$ cat config.mk
export PLATFORM = sky130hd
export DESIGN_NAME = rgbe_scanline_rle_decoder_unit
export DESIGN_NICKNAME = d
export VERILOG_FILES = /design/src/design/rgbe_rle_pkg.sv /design/src/design/rgbe_rle_front.sv /design/src/design/rgbe_rle_fifo.sv /design/src/design/rgbe_rle_back.sv /design/src/design/rgbe_scanline_rle_decoder_unit.sv
export SDC_FILE = /design/constraint.sdc
export NUM_CORES = 1
export LEC_CHECK = 0
export BUFFER_PORTS_ARGS = -buffer_cell sky130_fd_sc_hd__buf_2
export CAP_MARGIN = 10
export CORE_MARGIN = 2
export CORE_UTILIZATION = 35
export CTS_CLUSTER_SIZE = 12
export DETAILED_ROUTE_END_ITERATION = 8
export GPL_TIMING_DRIVEN = 0
export PLACE_DENSITY_LB_ADDON = 0.2
export SYNTH_ARGS = -nofsm -noshare
export SYNTH_HDL_FRONTEND = slang
export SYNTH_SLANG_ARGS = --single-unit
$ cat constraint.sdc
create_clock -name clk -period 7.7 [get_ports clk]
set_input_delay 0.385 -clock clk [delete_from_list [all_inputs] [get_ports clk]]
set_output_delay 0.385 -clock clk [all_outputs]
set_load 0.01 [all_outputs]
$ cat src/design/rgbe_rle_pkg.sv
// Shared constants and the span operation word passed from front to back of the RGBE decoder.
package rgbe_rle_pkg;

	localparam int unsigned MAX_WIDTH     = 32767;
	localparam int unsigned MIN_RLE_WIDTH = 8;

	localparam logic [7:0] HDR_MARK = 8'h02;
	localparam logic [7:0] RUN_CODE = 8'h80;

	localparam logic [1:0] ST_OK             = 2'd0;
	localparam logic [1:0] ST_WIDTH_MISMATCH = 2'd1;
	localparam logic [1:0] ST_OVERRUN        = 2'd2;

	localparam logic [1:0] LAST_SUB = 2'd3;

	// one queued operation: a single span, or four flat bytes from a rejected header
	typedef struct packed {
		logic            flat4;
		logic [1:0]      channel;
		logic [14:0]     start_pos;
		logic [7:0]      span_len;
		logic [7:0]      span_value;
		logic [1:0]      status;
		logic            line_done;
		logic [2:0][7:0] tail_bytes;
	} span_op_t;

endpackage

$ cat src/design/rgbe_rle_front.sv
// Front end: byte acceptance, header check and scanline state, at most one span operation per byte.
module rgbe_rle_front import rgbe_rle_pkg::*; (
	input  logic        clk,
	input  logic        arst_n,
	input  logic [14:0] line_width,
	input  logic [7:0]  in_byte,
	input  logic        in_valid,
	output logic        in_ready,
	output logic        push,
	output span_op_t    push_op,
	input  logic        q_ready
);

	typedef enum logic [4:0] {
		PH_HDR  = 5'b00001,
		PH_FLAT = 5'b00010,
		PH_CODE = 5'b00100,
		PH_RUNV = 5'b01000,
		PH_LIT  = 5'b10000
	} phase_t;

	phase_t      phase_q, n_phase;
	logic [7:0]  held_q [3];
	logic [1:0]  held_count_q, n_held_count;
	logic [1:0]  plane_q, n_plane;
	logic [14:0] pixel_pos_q, n_pixel;
	logic [7:0]  literal_left_q, n_ll;
	logic [6:0]  run_len_q, n_run;
	logic [16:0] flat_count_q, n_flat;

	logic        accept, emit, hold_wr, go_hdr, do_flat, do_pc;
	logic [14:0] w, pc_pos, hdr_width, run_end, lit_end;
	logic        rle_w, flat_done, is_run, overrun, hdr_ok;
	logic [16:0] w4, fc_inc;
	logic [7:0]  code_len, ll_dec;
	logic [15:0] code_end;

	assign in_ready = q_ready;
	assign accept   = in_valid & q_ready;
	assign push     = accept & emit;

	assign w         = (line_width == 15'd0) ? 15'd1 : line_width;
	assign rle_w     = (w >= 15'(MIN_RLE_WIDTH)) && (w <= 15'(MAX_WIDTH));
	assign w4        = {w, 2'b00};
	assign fc_inc    = flat_count_q + 17'd1;
	assign flat_done = fc_inc >= w4;
	assign is_run    = in_byte > RUN_CODE;
	assign code_len  = is_run ? {1'b0, in_byte[6:0]} : in_byte;
	assign code_end  = {1'b0, pixel_pos_q} + {8'd0, code_len};
	assign overrun   = code_end > {1'b0, w};
	assign hdr_ok    = rle_w && (held_q[0] == HDR_MARK) && (held_q[1] == HDR_MARK) &&
	                   !held_q[2][7];
	assign hdr_width = {held_q[2][6:0], in_byte};
	assign run_end   = pixel_pos_q + {8'd0, run_len_q};
	assign lit_end   = pixel_pos_q + 15'd1;
	assign ll_dec    = (literal_left_q != 8'd0) ? literal_left_q - 8'd1 : 8'd0;

	always_comb begin
		n_phase      = phase_q;
		n_held_count = held_count_q;
		n_plane      = plane_q;
		n_pixel      = pixel_pos_q;
		n_ll         = literal_left_q;
		n_run        = run_len_q;
		n_flat       = flat_count_q;
		emit         = 1'b0;
		hold_wr      = 1'b0;
		go_hdr       = 1'b0;
		do_flat      = 1'b0;
		do_pc        = 1'b0;
		pc_pos       = pixel_pos_q;
		push_op      = '0;

		unique case (phase_q)
			PH_HDR: begin
				if (held_count_q == 2'd0 && !rle_w) begin
					do_flat = 1'b1;
				end else if (held_count_q != 2'd3) begin
					hold_wr      = 1'b1;
					n_held_count = held_count_q + 2'd1;
				end else begin
					n_held_count = 2'd0;
					if (hdr_ok) begin
						if (hdr_width != w) begin
							emit              = 1'b1;
							push_op.channel   = plane_q;
							push_op.start_pos = pixel_pos_q;
							push_op.status    = ST_WIDTH_MISMATCH;
							push_op.line_done = 1'b1;
							go_hdr            = 1'b1;
						end else begin
							n_plane = 2'd0;
							n_pixel = 15'd0;
							n_phase = PH_CODE;
						end
					end else begin
						// rejected header: the three held bytes and the current byte are flat bytes 0..3
						emit               = 1'b1;
						push_op.flat4      = 1'b1;
						push_op.span_len   = 8'd1;
						push_op.span_value = held_q[0];
						push_op.tail_bytes = {in_byte, held_q[2], held_q[1]};
						push_op.status     = ST_OK;
						push_op.line_done  = (w == 15'd1);
						if (w == 15'd1) begin
							go_hdr = 1'b1;
						end else begin
							n_phase = PH_FLAT;
							n_flat  = 17'd4;
						end
					end
				end
			end
			PH_FLAT: begin
				do_flat = 1'b1;
			end
			PH_CODE: begin
				if (in_byte == 8'd0) begin
					n_phase = PH_CODE;
				end else if (overrun) begin
					emit              = 1'b1;
					push_op.channel   = plane_q;
					push_op.start_pos = pixel_pos_q;
					push_op.status    = ST_OVERRUN;
					push_op.line_done = 1'b1;
					go_hdr            = 1'b1;
				end else if (is_run) begin
					n_run   = in_byte[6:0];
					n_phase = PH_RUNV;
				end else begin
					n_ll    = in_byte;
					n_phase = PH_LIT;
				end
			end
			PH_RUNV: begin
				emit               = 1'b1;
				push_op.channel    = plane_q;
				push_op.start_pos  = pixel_pos_q;
				push_op.span_len   = {1'b0, run_len_q};
				push_op.span_value = in_byte;
				push_op.status     = ST_OK;
				do_pc              = 1'b1;
				pc_pos             = run_end;
			end
			PH_LIT: begin
				emit               = 1'b1;
				push_op.channel    = plane_q;
				push_op.start_pos  = pixel_pos_q;
				push_op.span_len   = 8'd1;
				push_op.span_value = in_byte;
				push_op.status     = ST_OK;
				n_ll               = ll_dec;
				if (ll_dec == 8'd0 || lit_end >= w) begin
					do_pc  = 1'b1;
					pc_pos = lit_end;
				end else begin
					n_pixel = lit_end;
				end
			end
			default: begin
				go_hdr = 1'b1;
			end
		endcase

		if (do_flat) begin
			emit               = 1'b1;
			push_op.channel    = flat_count_q[1:0];
			push_op.start_pos  = flat_count_q[16:2];
			push_op.span_len   = 8'd1;
			push_op.span_value = in_byte;
			push_op.status     = ST_OK;
			push_op.line_done  = flat_done;
			if (flat_done) begin
				go_hdr = 1'b1;
			end else begin
				n_phase = PH_FLAT;
				n_flat  = fc_inc;
			end
		end

		// span end: continue the plane, move to the next plane, or end the line after the exponent plane
		if (do_pc) begin
			if (pc_pos < w) begin
				n_phase = PH_CODE;
				n_pixel = pc_pos;
			end else if (plane_q == 2'd3) begin
				go_hdr            = 1'b1;
				push_op.line_done = 1'b1;
			end else begin
				n_plane = plane_q + 2'd1;
				n_pixel = 15'd0;
				n_ll    = 8'd0;
				n_phase = PH_CODE;
			end
		end

		if (go_hdr) begin
			n_phase      = PH_HDR;
			n_held_count = 2'd0;
			n_plane      = 2'd0;
			n_pixel      = 15'd0;
			n_ll         = 8'd0;
			n_run        = 7'd0;
			n_flat       = 17'd0;
		end
	end

	always_ff @(posedge clk or negedge arst_n) begin
		if (!arst_n) begin
			phase_q        <= PH_HDR;
			held_count_q   <= 2'd0;
			plane_q        <= 2'd0;
			pixel_pos_q    <= 15'd0;
			literal_left_q <= 8'd0;
			run_len_q      <= 7'd0;
			flat_count_q   <= 17'd0;
		end else if (accept) begin
			phase_q        <= n_phase;
			held_count_q   <= n_held_count;
			plane_q        <= n_plane;
			pixel_pos_q    <= n_pixel;
			literal_left_q <= n_ll;
			run_len_q      <= n_run;
			flat_count_q   <= n_flat;
		end
	end

	always_ff @(posedge clk) begin
		if (accept && hold_wr) begin
			held_q[held_count_q] <= in_byte;
		end
	end

	assert property (@(posedge clk) disable iff (!arst_n)
		(held_count_q != 2'd0) |-> (phase_q == PH_HDR))
		else $error("header bytes held outside header wait");
	assert property (@(posedge clk) disable iff (!arst_n)
		(phase_q == PH_LIT) |-> (literal_left_q != 8'd0))
		else $error("literal phase with no literal bytes left");
	assert property (@(posedge clk) disable iff (!arst_n)
		(phase_q == PH_RUNV) |-> (run_len_q != 7'd0))
		else $error("run value phase with empty run");

endmodule

$ cat src/design/rgbe_rle_fifo.sv
// Short queue of span operations between the front and back ends.
module rgbe_rle_fifo import rgbe_rle_pkg::*; #(
	parameter int DEPTH = 4
) (
	input  logic     clk,
	input  logic     arst_n,
	input  logic     push,
	input  span_op_t push_op,
	output logic     push_ready,
	input  logic     pop,
	output span_op_t head,
	output logic     head_valid
);

	localparam int AW = (DEPTH > 1) ? $clog2(DEPTH) : 1;
	localparam int CW = $clog2(DEPTH + 1);

	span_op_t        mem [DEPTH];
	logic [AW-1:0]   wr_ptr_q, rd_ptr_q;
	logic [CW-1:0]   count_q;
	logic            do_push, do_pop;

	assign push_ready = count_q != CW'(DEPTH);
	assign head_valid = count_q != '0;
	assign head       = mem[rd_ptr_q];
	assign do_push    = push && push_ready;
	assign do_pop     = pop && head_valid;

	always_ff @(posedge clk) begin
		if (do_push) begin
			mem[wr_ptr_q] <= push_op;
		end
	end

	always_ff @(posedge clk or negedge arst_n) begin
		if (!arst_n) begin
			wr_ptr_q <= '0;
			rd_ptr_q <= '0;
			count_q  <= '0;
		end else begin
			if (do_push) begin
				wr_ptr_q <= (wr_ptr_q == AW'(DEPTH - 1)) ? '0 : wr_ptr_q + AW'(1);
			end
			if (do_pop) begin
				rd_ptr_q <= (rd_ptr_q == AW'(DEPTH - 1)) ? '0 : rd_ptr_q + AW'(1);
			end
			if (do_push && !do_pop) begin
				count_q <= count_q + CW'(1);
			end else if (do_pop && !do_push) begin
				count_q <= count_q - CW'(1);
			end
		end
	end

	assert property (@(posedge clk) disable iff (!arst_n)
		count_q <= CW'(DEPTH))
		else $error("queue count above depth");
	assert property (@(posedge clk) disable iff (!arst_n)
		push |-> push_ready)
		else $error("operation pushed into a full queue");

endmodule

$ cat src/design/rgbe_rle_back.sv
// Back end: expands queued operations into result words behind an output register.
module rgbe_rle_back import rgbe_rle_pkg::*; (
	input  logic        clk,
	input  logic        arst_n,
	input  span_op_t    head,
	input  logic        head_valid,
	output logic        pop,
	output logic        m_axis_tvalid,
	input  logic        m_axis_tready,
	output logic [39:0] m_axis_tdata,  // channel[1:0] start_pos[16:2] span_len[24:17]
	                                   // span_value[32:25] last[33] zero[39:34]
	output logic        m_axis_tlast,  // line_done
	output logic [1:0]  m_axis_tuser   // status[1:0]
);

	logic        out_valid_q;
	logic [1:0]  sub_q;
	logic [1:0]  ch_q, st_q;
	logic [14:0] start_q;
	logic [7:0]  len_q, val_q;
	logic        done_q, last_q;

	logic        load, take, sub_last;
	logic [1:0]  ch_d;
	logic [7:0]  val_d;

	assign load     = !out_valid_q || m_axis_tready;
	assign take     = load && head_valid;
	assign sub_last = !head.flat4 || (sub_q == LAST_SUB);
	assign pop      = take && sub_last;

	always_comb begin
		ch_d  = head.channel;
		val_d = head.span_value;
		if (head.flat4) begin
			ch_d = sub_q;
			if (sub_q != 2'd0) begin
				val_d = head.tail_bytes[sub_q - 2'd1];
			end
		end
	end

	always_ff @(posedge clk or negedge arst_n) begin
		if (!arst_n) begin
			out_valid_q <= 1'b0;
			sub_q       <= 2'd0;
		end else if (load) begin
			out_valid_q <= head_valid;
			if (take) begin
				sub_q <= sub_last ? 2'd0 : sub_q + 2'd1;
			end
		end
	end

	always_ff @(posedge clk) begin
		if (take) begin
			ch_q    <= ch_d;
			start_q <= head.start_pos;
			len_q   <= head.span_len;
			val_q   <= val_d;
			st_q    <= head.status;
			done_q  <= head.line_done && sub_last;
			last_q  <= sub_last;
		end
	end

	assign m_axis_tvalid = out_valid_q;
	assign m_axis_tdata  = {6'd0, last_q, val_q, len_q, start_q, ch_q};
	assign m_axis_tlast  = done_q;
	assign m_axis_tuser  = st_q;

	assert property (@(posedge clk) disable iff (!arst_n)
		(sub_q != 2'd0) |-> (head_valid && head.flat4))
		else $error("flat expansion in progress without a flat operation at head");

endmodule

$ cat src/design/rgbe_scanline_rle_decoder_unit.sv
// Top level of the RGBE scanline run-length decoder.
// Takes one encoded byte per cycle on s_axis while the queue has room and gives spans on
// m_axis. Each byte is classified in the cycle it is accepted (header check, run and literal
// codes, flat pixels) and its result word, if any, enters a queue of QUEUE_DEPTH operations;
// the output side delivers one word per cycle while m_axis_tready is high, behind its own
// register. A rejected header is one queued operation that yields four words, and input
// stalls only when the queue is full. The line width register is written on the cfg channel,
// which is always ready, and takes effect for the next byte; a zero width acts as one.
module rgbe_scanline_rle_decoder_unit import rgbe_rle_pkg::*; #(
	parameter int QUEUE_DEPTH = 4
) (
	input  logic        clk,
	input  logic        arst_n,
	input  logic        cfg_valid,
	output logic        cfg_ready,
	input  logic [14:0] cfg_data,      // line_width
	input  logic        s_axis_tvalid,
	output logic        s_axis_tready,
	input  logic [7:0]  s_axis_tdata,  // in_byte[7:0]
	output logic        m_axis_tvalid,
	input  logic        m_axis_tready,
	output logic [39:0] m_axis_tdata,  // channel[1:0] start_pos[16:2] span_len[24:17]
	                                   // span_value[32:25] last[33] zero[39:34]
	output logic        m_axis_tlast,  // line_done
	output logic [1:0]  m_axis_tuser   // status[1:0]
);

	logic [14:0] line_width_q;
	logic        push, push_ready, pop, head_valid;
	span_op_t    push_op, head;

	assign cfg_ready = 1'b1;

	always_ff @(posedge clk or negedge arst_n) begin
		if (!arst_n) begin
			line_width_q <= 15'd1;
		end else if (cfg_valid) begin
			line_width_q <= cfg_data;
		end
	end

	rgbe_rle_front u_front (
		.clk        (clk),
		.arst_n     (arst_n),
		.line_width (line_width_q),
		.in_byte    (s_axis_tdata),
		.in_valid   (s_axis_tvalid),
		.in_ready   (s_axis_tready),
		.push       (push),
		.push_op    (push_op),
		.q_ready    (push_ready)
	);

	rgbe_rle_fifo #(
		.DEPTH (QUEUE_DEPTH)
	) u_fifo (
		.clk        (clk),
		.arst_n     (arst_n),
		.push       (push),
		.push_op    (push_op),
		.push_ready (push_ready),
		.pop        (pop),
		.head       (head),
		.head_valid (head_valid)
	);

	rgbe_rle_back u_back (
		.clk           (clk),
		.arst_n        (arst_n),
		.head          (head),
		.head_valid    (head_valid),
		.pop           (pop),
		.m_axis_tvalid (m_axis_tvalid),
		.m_axis_tready (m_axis_tready),
		.m_axis_tdata  (m_axis_tdata),
		.m_axis_tlast  (m_axis_tlast),
		.m_axis_tuser  (m_axis_tuser)
	);

endmodule
# == Yosys cells after proc, flatten, opt, wreduce, memory -nomap -nowiden ==
# Memories as Yosys holds them, arrays and structs flattened.
# Cells that the tools add are included.
# classes
n_addsub,13
n_lt_le_gt_ge,8
eq_ne,18
n_mux,126
n_bitwise,2
reduce_logical,38
# op_table
operator,count
2-to-1 mux 17 bit,12
2-to-1 mux 15 bit,11
2-to-1 mux 61 bit,2
2-to-1 mux 8 bit,12
2-to-1 mux 5 bit,14
case mux 15 bit (2 select lines),2
case mux 17 bit (3 select lines),1
2-to-1 mux 24 bit,2
case mux 16 bit (3 select lines),1
2-to-1 mux 2 bit,18
2-to-1 mux 36 bit,1
2-to-1 mux 7 bit,5
2-to-1 mux 1 bit,30
"adder 17 x 1 -> 17 bit, second input constant",1
greater-or-equal comparator 17 bit,1
adder 15 x 8 -> 16 bit,1
binary-select mux 8 bit (select 2 bit),1
"equality test 8 x 2 -> 1 bit, second input constant",2
> comparator 16 x 15 -> 1 bit,1
logical NOT 8 bit,2
case mux 8 bit (2 select lines),1
"adder 15 x 1 -> 15 bit, second input constant",1
adder 15 x 7 -> 15 bit,1
"equality test 15 x 1 -> 1 bit, second input constant",1
41 further kinds,81
# word_totals
regBits,118
ram_bits,268
input_bits,28
out_inout_bits,46
elab_cells,227
n_memories,2
# mem_list
memory,words,word_bits,rd,rd_clocked_by_memory_dff,write_ports,line,source
u_fifo.mem,4,61,1,0,1,rgbe_rle_fifo.sv:18,span_op_t mem [DEPTH];
u_front.held_q,3,8,3,0,1,rgbe_rle_front.sv:23,logic [7:0] held_q [3];

# == Depth between registers and ports, before layout ==
# Gate-level depths: netlist of run 1.
# depth
depth_word,18
mapped_depth,31
depth_no_buf,29

# == Cells and area by module ==
# A second synthesis of run 1 with hierarchy kept.
# unflattened
hier_cells,1478
hier_area_um2,19741.4
# modules_own_cells
mod,instances,cells_per_inst,area_per_inst_um2,seq_area_each_um2
rgbe_rle_fifo,1,356,9311.4,7502.2
rgbe_rle_front,1,983,8130.3,2123.3
rgbe_rle_back,1,105,1674.1,1186.1
rgbe_scanline_rle_decoder_unit,1,34,625.6,376.6

# == Worst setup path before layout of run 1 ==
# No wires, ideal clock.
# synth_timing
kind,reg-to-reg
startpoint,register u_front.pixel_pos_q[1]
endpoint,register u_front.pixel_pos_q[1]
t_arrival_ns,6.090
slack_ns,1.478
path_stages_with_launch,31
n_path_buf,2
synth_period_minus_slack_ns,6.222
path_cell_list,dfrtp_1 ha_1 and3_1 and3_1 nand4_1 nor2_1 xnor2_1 inv_1 ha_1 a211oi_1 nor2_1 a2111oi_0 and3_1 buf_4 clkbuf_1 nor3_1 o21ai_0 nand2_1 o311ai_0 o21a_1 ha_1 a21oi_1 o31ai_1 a211oi_1 nor2_1 a2111oi_0 and3_1 a31oi_4 a21oi_1 a2bb2oi_1 o22ai_1
# synth_via
elab_chain_len,11
elab_cells_between_ends,29
cone_classes,add/sub: 3; order compare: 3; mux: 22; reduce/logical: 1
# synth_rtl
item,line,source
"start, declared",rgbe_rle_front.sv:26,"logic [14:0] pixel_pos_q, n_pixel;"
"start signal, assigned",rgbe_rle_front.sv:221,pixel_pos_q <= n_pixel;
branches (longest 10 deep; another with adder 15 x 1 -> 15 bit),n/a,
2-to-1 mux 15 bit *,rgbe_rle_front.sv:197,if (go_hdr) begin
# Mark *: on every way between the ends.
# A chain may end at the register's enable or synchronous reset.

# == Final worst setup path of run 1 ==
# layout_timing
startpoint,register u_front.pixel_pos_q[2]
endpoint,register u_front.pixel_pos_q[14]
# Same word-level chain as after synthesis.

==> results of run 1 <==
-- worst max-delay path: stages (launching register included) --
cell       delay (ns)
dfrtp_1          0.46
clkbuf_4         0.28
and3_1           0.23
and3_1           0.27
nand4_1          0.17
buf_4            0.21
nor2_1           0.13
xor2_1           0.10
ha_1             0.34
nand4_1          0.19
nor4_4           0.38
a2111oi_4        0.10
and3_1           0.21
buf_4            0.17
nand2b_1         0.23
o22a_1           0.31
o31ai_1          0.46
mux2_2           0.26
ha_1             0.23
nand3_1          0.14
a211oi_2         0.08
and3_1           0.25
a2111oi_0        0.52
and3_1           0.36
a31oi_2          0.25
a21oi_4          0.48
a2bb2oi_1        0.36
o21ai_0          0.12
-- power groups by stage --
stage / Sequential, mW / Clock (mW) / Combinational [mW]
finish: 2.63 / 2.01 / 1.63
global route: 2.66 / 2.15 / 1.79
CTS: 2.64 / 2.07 / 1.64
detailed placement: 2.68 / 0 / 1.63
global placement: 2.69 / 0 / 1.59
floorplan: 2.71 / 0 / 1.00
-- metrics by stage --
stage	instance area (sq um)	setup TNS [ns]	cells
after floorplan	19600	0	1562
after global placement	20900	-356.56	2374
after detailed placement	21000	-45.79	2380
after CTS	22500	0	2458
after global routing	22600	-0.00133	2462
final	22600	0	2462
-- sequential cells by signal, summed over array words and instances (netlist names), 2 cells and up --
register / count
u_back.sub_q: 2
u_front.held_q: 24
u_fifo.wr_ptr_q: 2
u_front.held_count_q: 2
u_fifo.mem: 240
u_front.pixel_pos_q: 15
u_back.val_q: 8
u_back.m_axis_tuser: 2
u_front.phase_q: 5
u_back.len_q: 7
u_front.plane_q: 2
u_front.flat_count_q: 17
line_width_q: 15
u_back.start_q: 15
u_back.ch_q: 2
u_fifo.count_q: 3
u_front.run_len_q: 7
u_front.literal_left_q: 8
u_fifo.rd_ptr_q: 2
-- worst paths after layout --
path | start | endpoint | slack (ns) | cells after the start
max | u_front.pixel_pos_q[2] | u_front.pixel_pos_q[14] | 0.27 | 27
min | cfg_data[13] | line_width_q[13] | 0.03 | 3
max reg2reg | u_front.pixel_pos_q[2] | u_front.pixel_pos_q[14] | 0.27 | 27
min reg2reg | u_fifo.count_q[2] | u_fifo.count_q[2] | 0.51 | 1
max in group asynchronous | arst_n | line_width_q[0] | 6.62 | 3
min in group asynchronous | arst_n | u_back.m_axis_tvalid | 0.36 | 2
-- what timing repair did --
action                                  4_1_cts  5_1_grt
resized for setup                            16       27
buffers inserted                              1        4
cloned                                        1        0
pin swaps                                     1        2
endpoints found under the setup margin       58       58
hold buffers                                  4        0
endpoints found under the hold margin        39        0
-- routing by layer --
metal	share of wire, %	track usage, %
met5	0	0
met4	2.3	5.95
met3	4.8	2.23
met2	45	31.8
met1	47	29.2
-- final cells by class --
| cell class | count | area, sq um |
|---|---|---|
| Clock inverter | 20 | 218 |
| Multi-Input combinational cell | 1030 | 8080 |
| Fill cell | 5198 | 32600 |
| Timing Repair Buffer | 80 | 576 |
| Tap cell | 748 | 936 |
| Clock buffer | 54 | 1140 |
| Sequential cell | 381 | 11000 |
| Inverter | 64 | 240 |
| Buffer | 85 | 399 |
-- kinds of logic (layout without fill, tap and decap cells) --
logic type               Yosys count  count (layout)  synth area share, %
buffers and inverters            152             303                 3.21
AO/OA/AOI/OAI                    364             365                 12.5
flip-flops                       381             381                 56.4
adder cells (fa/ha/maj)           93              93                 6.06
multiplexers                      84              84                 8.24
AND/OR/NAND/NOR                  406             406                 10.3
XOR/XNOR                          74              74                 3.31
other                              2               8               0.0383
-- layout by cell type, fill, tap and decap left out, types with 7 or more instances in the layout --
cell type  count
ha_1          89
nor2_1        89
buf_2         66
o21ai_0      112
clkbuf_16     43
nand2_1      113
o21a_1        18
a211oi_1       8
nor2b_1        7
clkinv_1       8
a22oi_1       12
conb_1         8
buf_1          7
o22ai_1       11
mux4_2        60
inv_1         63
clkbuf_2       8
a22o_1        30
nand2b_1      12
nor4_1         8
a31oi_1       11
mux2_2        18
a21oi_1       56
edfxtp_1     300
xnor2_1       47
xor2_1        27
dfrtp_1       77
or3_1         10
and3_1        23
o31ai_1       11
a32o_1         7
clkbuf_1      62
and2_1        29
nand3_1       33
nor3_1        26
buf_4         15
nand4_1       17
a21o_1        14
a2bb2oi_1      9
==> impl_metrics.yaml, run 1 <==
global_route:
  grt_use_total_pct: 20.1
  gr-total-overflow: 0
  grt_pass1_vias: 13300
  grt_max_degree: 45
  antenna_found_initial: 1
  grt_pass1_wl_um: 86200
synth:
  synth_common_cells: "300 x edfxtp_1, 114 x nand2_1, 113 x o21ai_0"
  synth_top_area_share_pct: 46.0
  ys_ff_latch: 381
  synthesis.area_sq_um: 19600
  synth-edff-count: 300
  synth_area_leaders: "edfxtp_1 46%, dfrtp_1 10%, mux4_2 6.9%"
  ys_seq_area_share_pct: 56.4
  synth_top_area_cell: "edfxtp_1"
  synthFlopType: "edfxtp_1"
  synth_area_per_cell_sq_um: 12.6
  yosys_warnings: 0
  netlist_instances: 1556
  synth.distinct_cells: 83
  async_flop_share_pct: 21.3
  synth.most_common_cell: "edfxtp_1"
sta:
  finalCritPeriodShare_pct: 96.5
  fin_crit_ns: 7.43
  fin_skew_ns: 0.0254
  setup-violations-final: 0
  slew_violations: 0
  hold_viol_final: 0
  setup_ws_ns: 0.273
  fin_hold_ws_ns: 0.0301
  worst_pin_slew_ns: 1.16
  fmax_ghz: 0.135
  relSlewSlack_pct: 21.8
layout:
  fin_nets: 1806
  drive_above_1_share_pct: 16.3
  final_core_util_pct: 41.0
  diodes: 0
  syn2layout_area_growth_pct: 15.5
floorplan:
  die_x_um: 241
  start_util_pct: 35.5
  fp.dieH_um: 241
  core_area_sq_um: 55200
  num_io_pins: 74
  rows: 86
  dieArea_sq_um: 57900
route:
  wl_per_cell_um: 23.3
  ant_nets: 0
  drt_iter0_drc: 1152
  drt_wl_total_um: 57500
  viasPerCell: 5.52
  dr.pass1.iters: 7
  vias: 13600
  drc: 0
placement:
  gp_congestion: 0.923
  place_ws_ns: -1.32
  hpwl_um: 41100
  numPortBuffers: 64
power:
  internal_power_mw: 4.38
  comb_power_share_pct: 26.0
  switching_power_mw: 1.89
  switching_share_pct: 30.1
  p_per_area_nw_per_um2: 277
  power.share.clock_pct: 32.0
  total_leakage_power_nw: 8.46
  fin_total_pwr_mw: 6.27
  pwr-share-seq_pct: 42.0
  peakVddDrop_v: 0.000152
clocking:
  path_clk_slew_ns: 0.06
  cts_tree: "done"
  clock_latency_ns: 0.58
  clockRootBuffer: "clkbuf_16"
  cts_buffers: 43
  cts_sinks: 381
  h-tree-depth: 2
  ctsLongestPathBuffers: 3
worst_setup_path:
  path_class: "flip-flop to flip-flop"
  worstPathRequired_ns: 8.15
  crit_arrival_ns: 7.88
  cp-end-kind: "flip-flop"
  cp-start-kind: "flip-flop"
  crit_fanout: 10
flow_run:
  timing.max_cap.violations: 0
min_path:
  hold_path_class: "input port to flip-flop"
status:
  status: "completed"
Power figures use the tool's default switching activity.
==> inputs of run 2 (changes only) <==
--- a/config.mk
+++ b/config.mk
@@ -6,8 +6,7 @@
 export NUM_CORES = 1
 export LEC_CHECK = 0
 export BUFFER_PORTS_ARGS = -buffer_cell sky130_fd_sc_hd__buf_2
-export CAP_MARGIN = 10
-export CORE_MARGIN = 2
+export CAP_MARGIN = 30
 export CORE_UTILIZATION = 35
 export CTS_CLUSTER_SIZE = 12
 export DETAILED_ROUTE_END_ITERATION = 8
==> impl_metrics.yaml, run 2 (same netlist as run 1, synthesis figures left out) <==
status:
  status: "completed"
worst_setup_path:
  cpMostUsedCell: "and3_1"
  path_delay_family: "compound AO/OA/AOI/OAI gates"
  worst-path-buf-inv: 7
  path_class: "flip-flop to flip-flop"
  worstPathRequired_ns: 8.15
  cp_slowest_stage_delay_ns: 0.46
  crit_fanout: 10
  crit_arrival_ns: 7.74
  cpMaxStageDelayCell: "dfrtp_1"
  cp-start-kind: "flip-flop"
  cp-end-kind: "flip-flop"
layout:
  layout_common_cells: "300 x edfxtp_1, 112 x o21ai_0, 112 x nand2_1"
  num-fill-cells: 5174
  fin_nets: 1811
  largestRegisters: "u_fifo.mem x240, u_front.held_q x24, u_front.flat_count_q x17"
  final_common_cell: "edfxtp_1"
  seqCellArea_sq_um: 11000
  drive_above_1_share_pct: 16.4
  syn2layout_area_growth_pct: 15.2
  multi_input_comb_area_sq_um: 8060
  largest_reg_flops: 240
  top_register: "u_fifo.mem"
global_route:
  grt_pass1_vias: 13500
  grt_max_degree: 58
  antenna_found_initial: 3
  gr-total-overflow: 0
  grt_use_total_pct: 20.1
  grt_pass1_wl_um: 85100
placement:
  gp_congestion: 0.911
  hpwl_um: 40700
  numPortBuffers: 64
flow_run:
  timing.max_cap.violations: 0
power:
  p_per_area_nw_per_um2: 273
  peakVddDrop_v: 0.000151
  fin_total_pwr_mw: 6.17
  total_leakage_power_nw: 8.44
sta:
  finalCritPeriodShare_pct: 94.6
  fin_skew_ns: 0.0255
  fin_crit_ns: 7.29
  relSlewSlack_pct: 26.9
  fmax_ghz: 0.137
  worst_pin_slew_ns: 1.09
  slew_violations: 0
  setup-violations-final: 0
  fin_hold_ws_ns: 0.0375
  rsz0062_at_grt: "false"
  hold_viol_final: 0
route:
  drc: 0
  drt_wl_total_um: 56400
  ant_nets: 0
  vias: 13600
  viasPerCell: 5.49
  wl_per_cell_um: 22.8
  dr.pass1.iters: 5
  drt_iter0_drc: 1034
floorplan:
  core_area_sq_um: 55200
  fp.dieH_um: 239
  start_util_pct: 35.5
  num_io_pins: 74
  die_x_um: 239
  rows: 86
  dieArea_sq_um: 56900
clocking:
  cts_tree: "done"
  path_clk_slew_ns: 0.06
  cts_sinks: 381
  h-tree-depth: 2
  clockRootBuffer: "clkbuf_16"
  ctsLongestPathBuffers: 3
  cts_buffers: 43
  clock_latency_ns: 0.58
min_path:
  hold_path_class: "input port to flip-flop"
run 2: changes by cell type in the layout (fill, tap and decap cells not counted), moves of 3 or more:
cell	before	now
buf_4	15	22
clkbuf_1	62	69
bufinv_16	4	1
clkbuf_2	8	5
clkbuf_4	2	5
clkinvlp_4	0	3
dlygate4sd3_1	4	1
run 2: routing by layer:
metal / vias to the layer above / wire length, um / global-route usage [%]
li1: 6192 / - / -
met2: 435 / 25800 / 31.4
met3: 89 / 2820 / 2.53
met5: - / 0 / 0
met4: 0 / 1630 / 6.59
met1: 6851 / 26100 / 29.0
run 2: timing repair:
action                                  CTS  global route
endpoints found under the setup margin   58            58
pin swaps                                 0             3
endpoints found under the hold margin    24             0
resized for setup                        14            34
setup buffers                             3             8
hold buffers                              1             0
run 2: path summary, 6_finish.rpt:
check,start,to,slack [ns],depth (start not counted)
max,u_front.pixel_pos_q[2],u_front.literal_left_q[6],0.41,31
max reg2reg,u_front.pixel_pos_q[2],u_front.literal_left_q[6],0.41,31
min in group asynchronous,arst_n,u_back.m_axis_tvalid,0.31,2
min reg2reg,u_fifo.count_q[2],u_fifo.count_q[2],0.52,1
max in group asynchronous,arst_n,line_width_q[0],6.63,3
min,cfg_data[9],line_width_q[9],0.04,3
run 2: power by group:
part,switching (mW),internal [mW]
Sequential,0.0969,2.54
Combinational,0.956,0.656
Clock,0.846,1.07
run 2: worst register-to-register path: cells and delay by family (launching register included):
kind,cells,cell delay (ns)
and+or+nand+nor,11,2.07
xor gates and xnor gates,1,0.23
buffers and inverters,7,1.44
AOI/OAI and AO/OA,10,2.44
adders and majority gates,2,0.51
DFF,1,0.46
run 2: final cells by class:
cell class / instances / share of cell area, %
Sequential cell: 381 / 48.9
Multi-Input combinational cell: 1029 / 35.7
Clock buffer: 58 / 5.02
Tap cell: 748 / 4.15
Timing Repair Buffer: 85 / 2.59
Buffer: 86 / 1.80
Inverter: 64 / 1.06
Clock inverter: 19 / 0.721
Antenna cell: 1 / 0.0111
run 2: through the flow:
step | TNS [ns] | area [sq um] | worst slack, ns | util (%) | cells
6_report | 0 | 22600 | 0.414 | 40.9 | 2471
3_3_place_gp | -386.95 | 20900 | -1.66 | 37.8 | 2374
4_1_cts | 0 | 22400 | 0.0260 | 40.6 | 2463
2_1_floorplan | 0 | 19600 | 1.48 | - | 1562
3_5_place_dp | -56.63 | 21000 | -1.33 | 38.1 | 2383
5_1_grt | 0 | 22600 | 0.00874 | 40.9 | 2470
==> inputs of run 3 (changes only) <==
--- a/config.mk
+++ b/config.mk
@@ -5,11 +5,11 @@
 export SDC_FILE = /design/constraint.sdc
 export NUM_CORES = 1
 export LEC_CHECK = 0
-export BUFFER_PORTS_ARGS = -buffer_cell sky130_fd_sc_hd__buf_2
 export CAP_MARGIN = 30
 export CORE_UTILIZATION = 35
 export CTS_CLUSTER_SIZE = 12
 export DETAILED_ROUTE_END_ITERATION = 8
+export DONT_BUFFER_PORTS = 1
 export GPL_TIMING_DRIVEN = 0
 export PLACE_DENSITY_LB_ADDON = 0.2
 export SYNTH_ARGS = -nofsm -noshare
==> impl_metrics.yaml, run 3 (same netlist as run 1, synthesis figures left out) <==
route:
  drc: 0
  ant_nets: 0
  drt_wl_total_um: 57500
  viasPerCell: 5.55
  dr.pass1.iters: 7
  wl_per_cell_um: 23.7
  vias: 13500
  drt_iter0_drc: 1119
global_route:
  grt_pass1_vias: 13100
  grt_pass1_wl_um: 85100
  grt_max_degree: 82
  grt_use_total_pct: 20.3
  antenna_found_initial: 1
  gr-total-overflow: 0
layout:
  num-fill-cells: 5167
  layout_common_cells: "300 x edfxtp_1, 114 x nand2_1, 111 x o21ai_0"
  stdcell_area_sq_um: 22500
  top_register: "u_fifo.mem"
  fin_nets: 1771
  syn2layout_area_growth_pct: 14.9
  drive_above_1_share_pct: 13.0
  largest_reg_flops: 240
  final_common_cell: "edfxtp_1"
  largestRegisters: "u_fifo.mem x240, u_front.held_q x24, u_front.flat_count_q x17"
sta:
  finalCritPeriodShare_pct: 96.8
  rsz0062_at_grt: "true"
  finalSetupTns_ns: 0
  fin_crit_ns: 7.46
  fin_skew_ns: 0.0342
  relSlewSlack_pct: 32.5
  setup-violations-final: 0
  hold_viol_final: 0
  fin_hold_ws_ns: 0.102
  fmax_ghz: 0.134
  worst_pin_slew_ns: 1.01
  slew_violations: 0
clocking:
  cts_tree: "done"
  cts_sinks: 381
  clockRootBuffer: "clkbuf_16"
  path_clk_slew_ns: 0.06
  h-tree-depth: 2
  ctsLongestPathBuffers: 3
  clock_latency_ns: 0.58
  cts_buffers: 42
power:
  p_per_area_nw_per_um2: 272
  total_leakage_power_nw: 8.30
  pwr-share-seq_pct: 44.2
  internal_power_mw: 4.28
  switching_power_mw: 1.83
  power.share.clock_pct: 31.5
  comb_power_share_pct: 24.4
  peakVddDrop_v: 0.000144
  switching_share_pct: 30.0
  fin_total_pwr_mw: 6.11
flow_run:
  timing.max_cap.violations: 0
worst_setup_path:
  crit_start: "u_front.pixel_pos_q[0]"
  crit_arrival_ns: 7.89
  rrSetupSlack_ns: 0.24
  reg2reg_from: "u_front.pixel_pos_q[0]"
  crit_fanout: 16
  worstRegToRegCells: 28
  path_class: "flip-flop to flip-flop"
  worstPathRequired_ns: 8.13
  cpMostUsedCell: "and3_1"
  cp-end-kind: "flip-flop"
  cp-endpoint: "u_front.flat_count_q[1]"
  cp_slowest_stage_delay_ns: 0.49
  r2r-end: "u_front.flat_count_q[1]"
  cpMaxStageDelayCell: "dfrtp_2"
  cp-start-kind: "flip-flop"
placement:
  hpwl_um: 40600
  numPortBuffers: 0
  place_area_sq_um: 20700
  gp_congestion: 0.908
floorplan:
  rows: 86
  dieArea_sq_um: 56900
  core_area_sq_um: 55200
  die_x_um: 239
  fp.dieH_um: 239
  start_util_pct: 35.5
  num_io_pins: 74
status:
  status: "completed"
min_path:
  hold_path_class: "input port to flip-flop"
==> run 3: cell types whose count changed in the layout (fill, tap and decap cells not counted), moves of 2 or more <==
cell | previous run | this run
nand2_1 | 112 | 114
clkinv_1 | 8 | 4
buf_16 | 3 | 5
clkbuf_2 | 5 | 7
dlygate4sd3_1 | 1 | 25
clkbuf_1 | 69 | 71
clkbuf_8 | 0 | 3
buf_2 | 68 | 4
nand2_2 | 3 | 1
clkinvlp_4 | 3 | 0
==> run 3: timing repair <==
action	in CTS	in global routing
setup buffers	3	9
endpoints found under the setup margin	58	57
hold endpoints to repair	125	0
pin swaps	0	3
hold buffers	26	0
resized for setup	17	31
==> run 3: metrics by stage <==
stage	cells	utilization (%)	setup WS, ns
finish	2429	40.8	0.244
global route	2428	40.8	-0.0351
CTS	2418	40.5	0.0490
detailed placement	2317	37.5	-1.17
global placement	2310	37.2	-1.27
floorplan	1562	-	1.48
==> run 3: layout make-up <==
cell class / count / area [sq um] / area share, %
antenna: 1 / 2.50 / 0.0111
buffer: 85 / 400 / 1.78
clock buffer: 64 / 1180 / 5.26
clock inverter: 10 / 104 / 0.461
inverter: 64 / 240 / 1.07
multi-input combinational: 1029 / 8050 / 35.8
sequential: 381 / 11000 / 49.1
tap: 748 / 936 / 4.16
timing repair buffer: 47 / 546 / 2.42
==> run 3: how the worst min path moves through the flow <==
stage | start | to | slack (ns) | cells past startpoint
finish | s_axis_tdata[0] | u_front.run_len_q[0] | 0.10 | 2
global route | s_axis_tdata[0] | u_front.run_len_q[0] | 0.1 | 2
CTS | s_axis_tdata[5] | u_front.run_len_q[5] | 0.07 | 2
detailed placement | arst_n | u_back.m_axis_tvalid | 0.09 | 0
global placement | arst_n | u_back.m_axis_tvalid | 0.09 | 0
floorplan | arst_n | line_width_q[10] | 0.09 | 0
==> run 3: critical path, delay by kind of cell (launching register included) <==
kind            cells  cell delay [ns]
buf+inv             3             0.42
simple gates       13             3.11
mux                 1             0.11
compound gates      7             2.01
flops               1             0.49
xor+xnor            1             0.26
fa+ha+maj           3             0.90
==> run 3: power groups by stage <==
stage / Sequential, mW / Clock [mW] / Combinational, mW
2_1_floorplan: 2.71 / 0 / 1.00
3_3_place_gp: 2.76 / 0 / 1.42
3_5_place_dp: 2.75 / 0 / 1.47
4_1_cts: 2.71 / 1.97 / 1.50
5_1_grt: 2.73 / 2.04 / 1.63
6_report: 2.70 / 1.92 / 1.49
==> run 3: per-layer routing <==
| metal | GRT usage, % | share of wire, % | vias up |
|---|---|---|---|
| met2 | 31.1 | 45 | 459 |
| met1 | 28.7 | 45 | 6782 |
| met5 | 0 | 0 | - |
| met4 | 7.75 | 3.4 | 0 |
| met3 | 3.50 | 6.3 | 106 |
| li1 | - | - | 6129 |
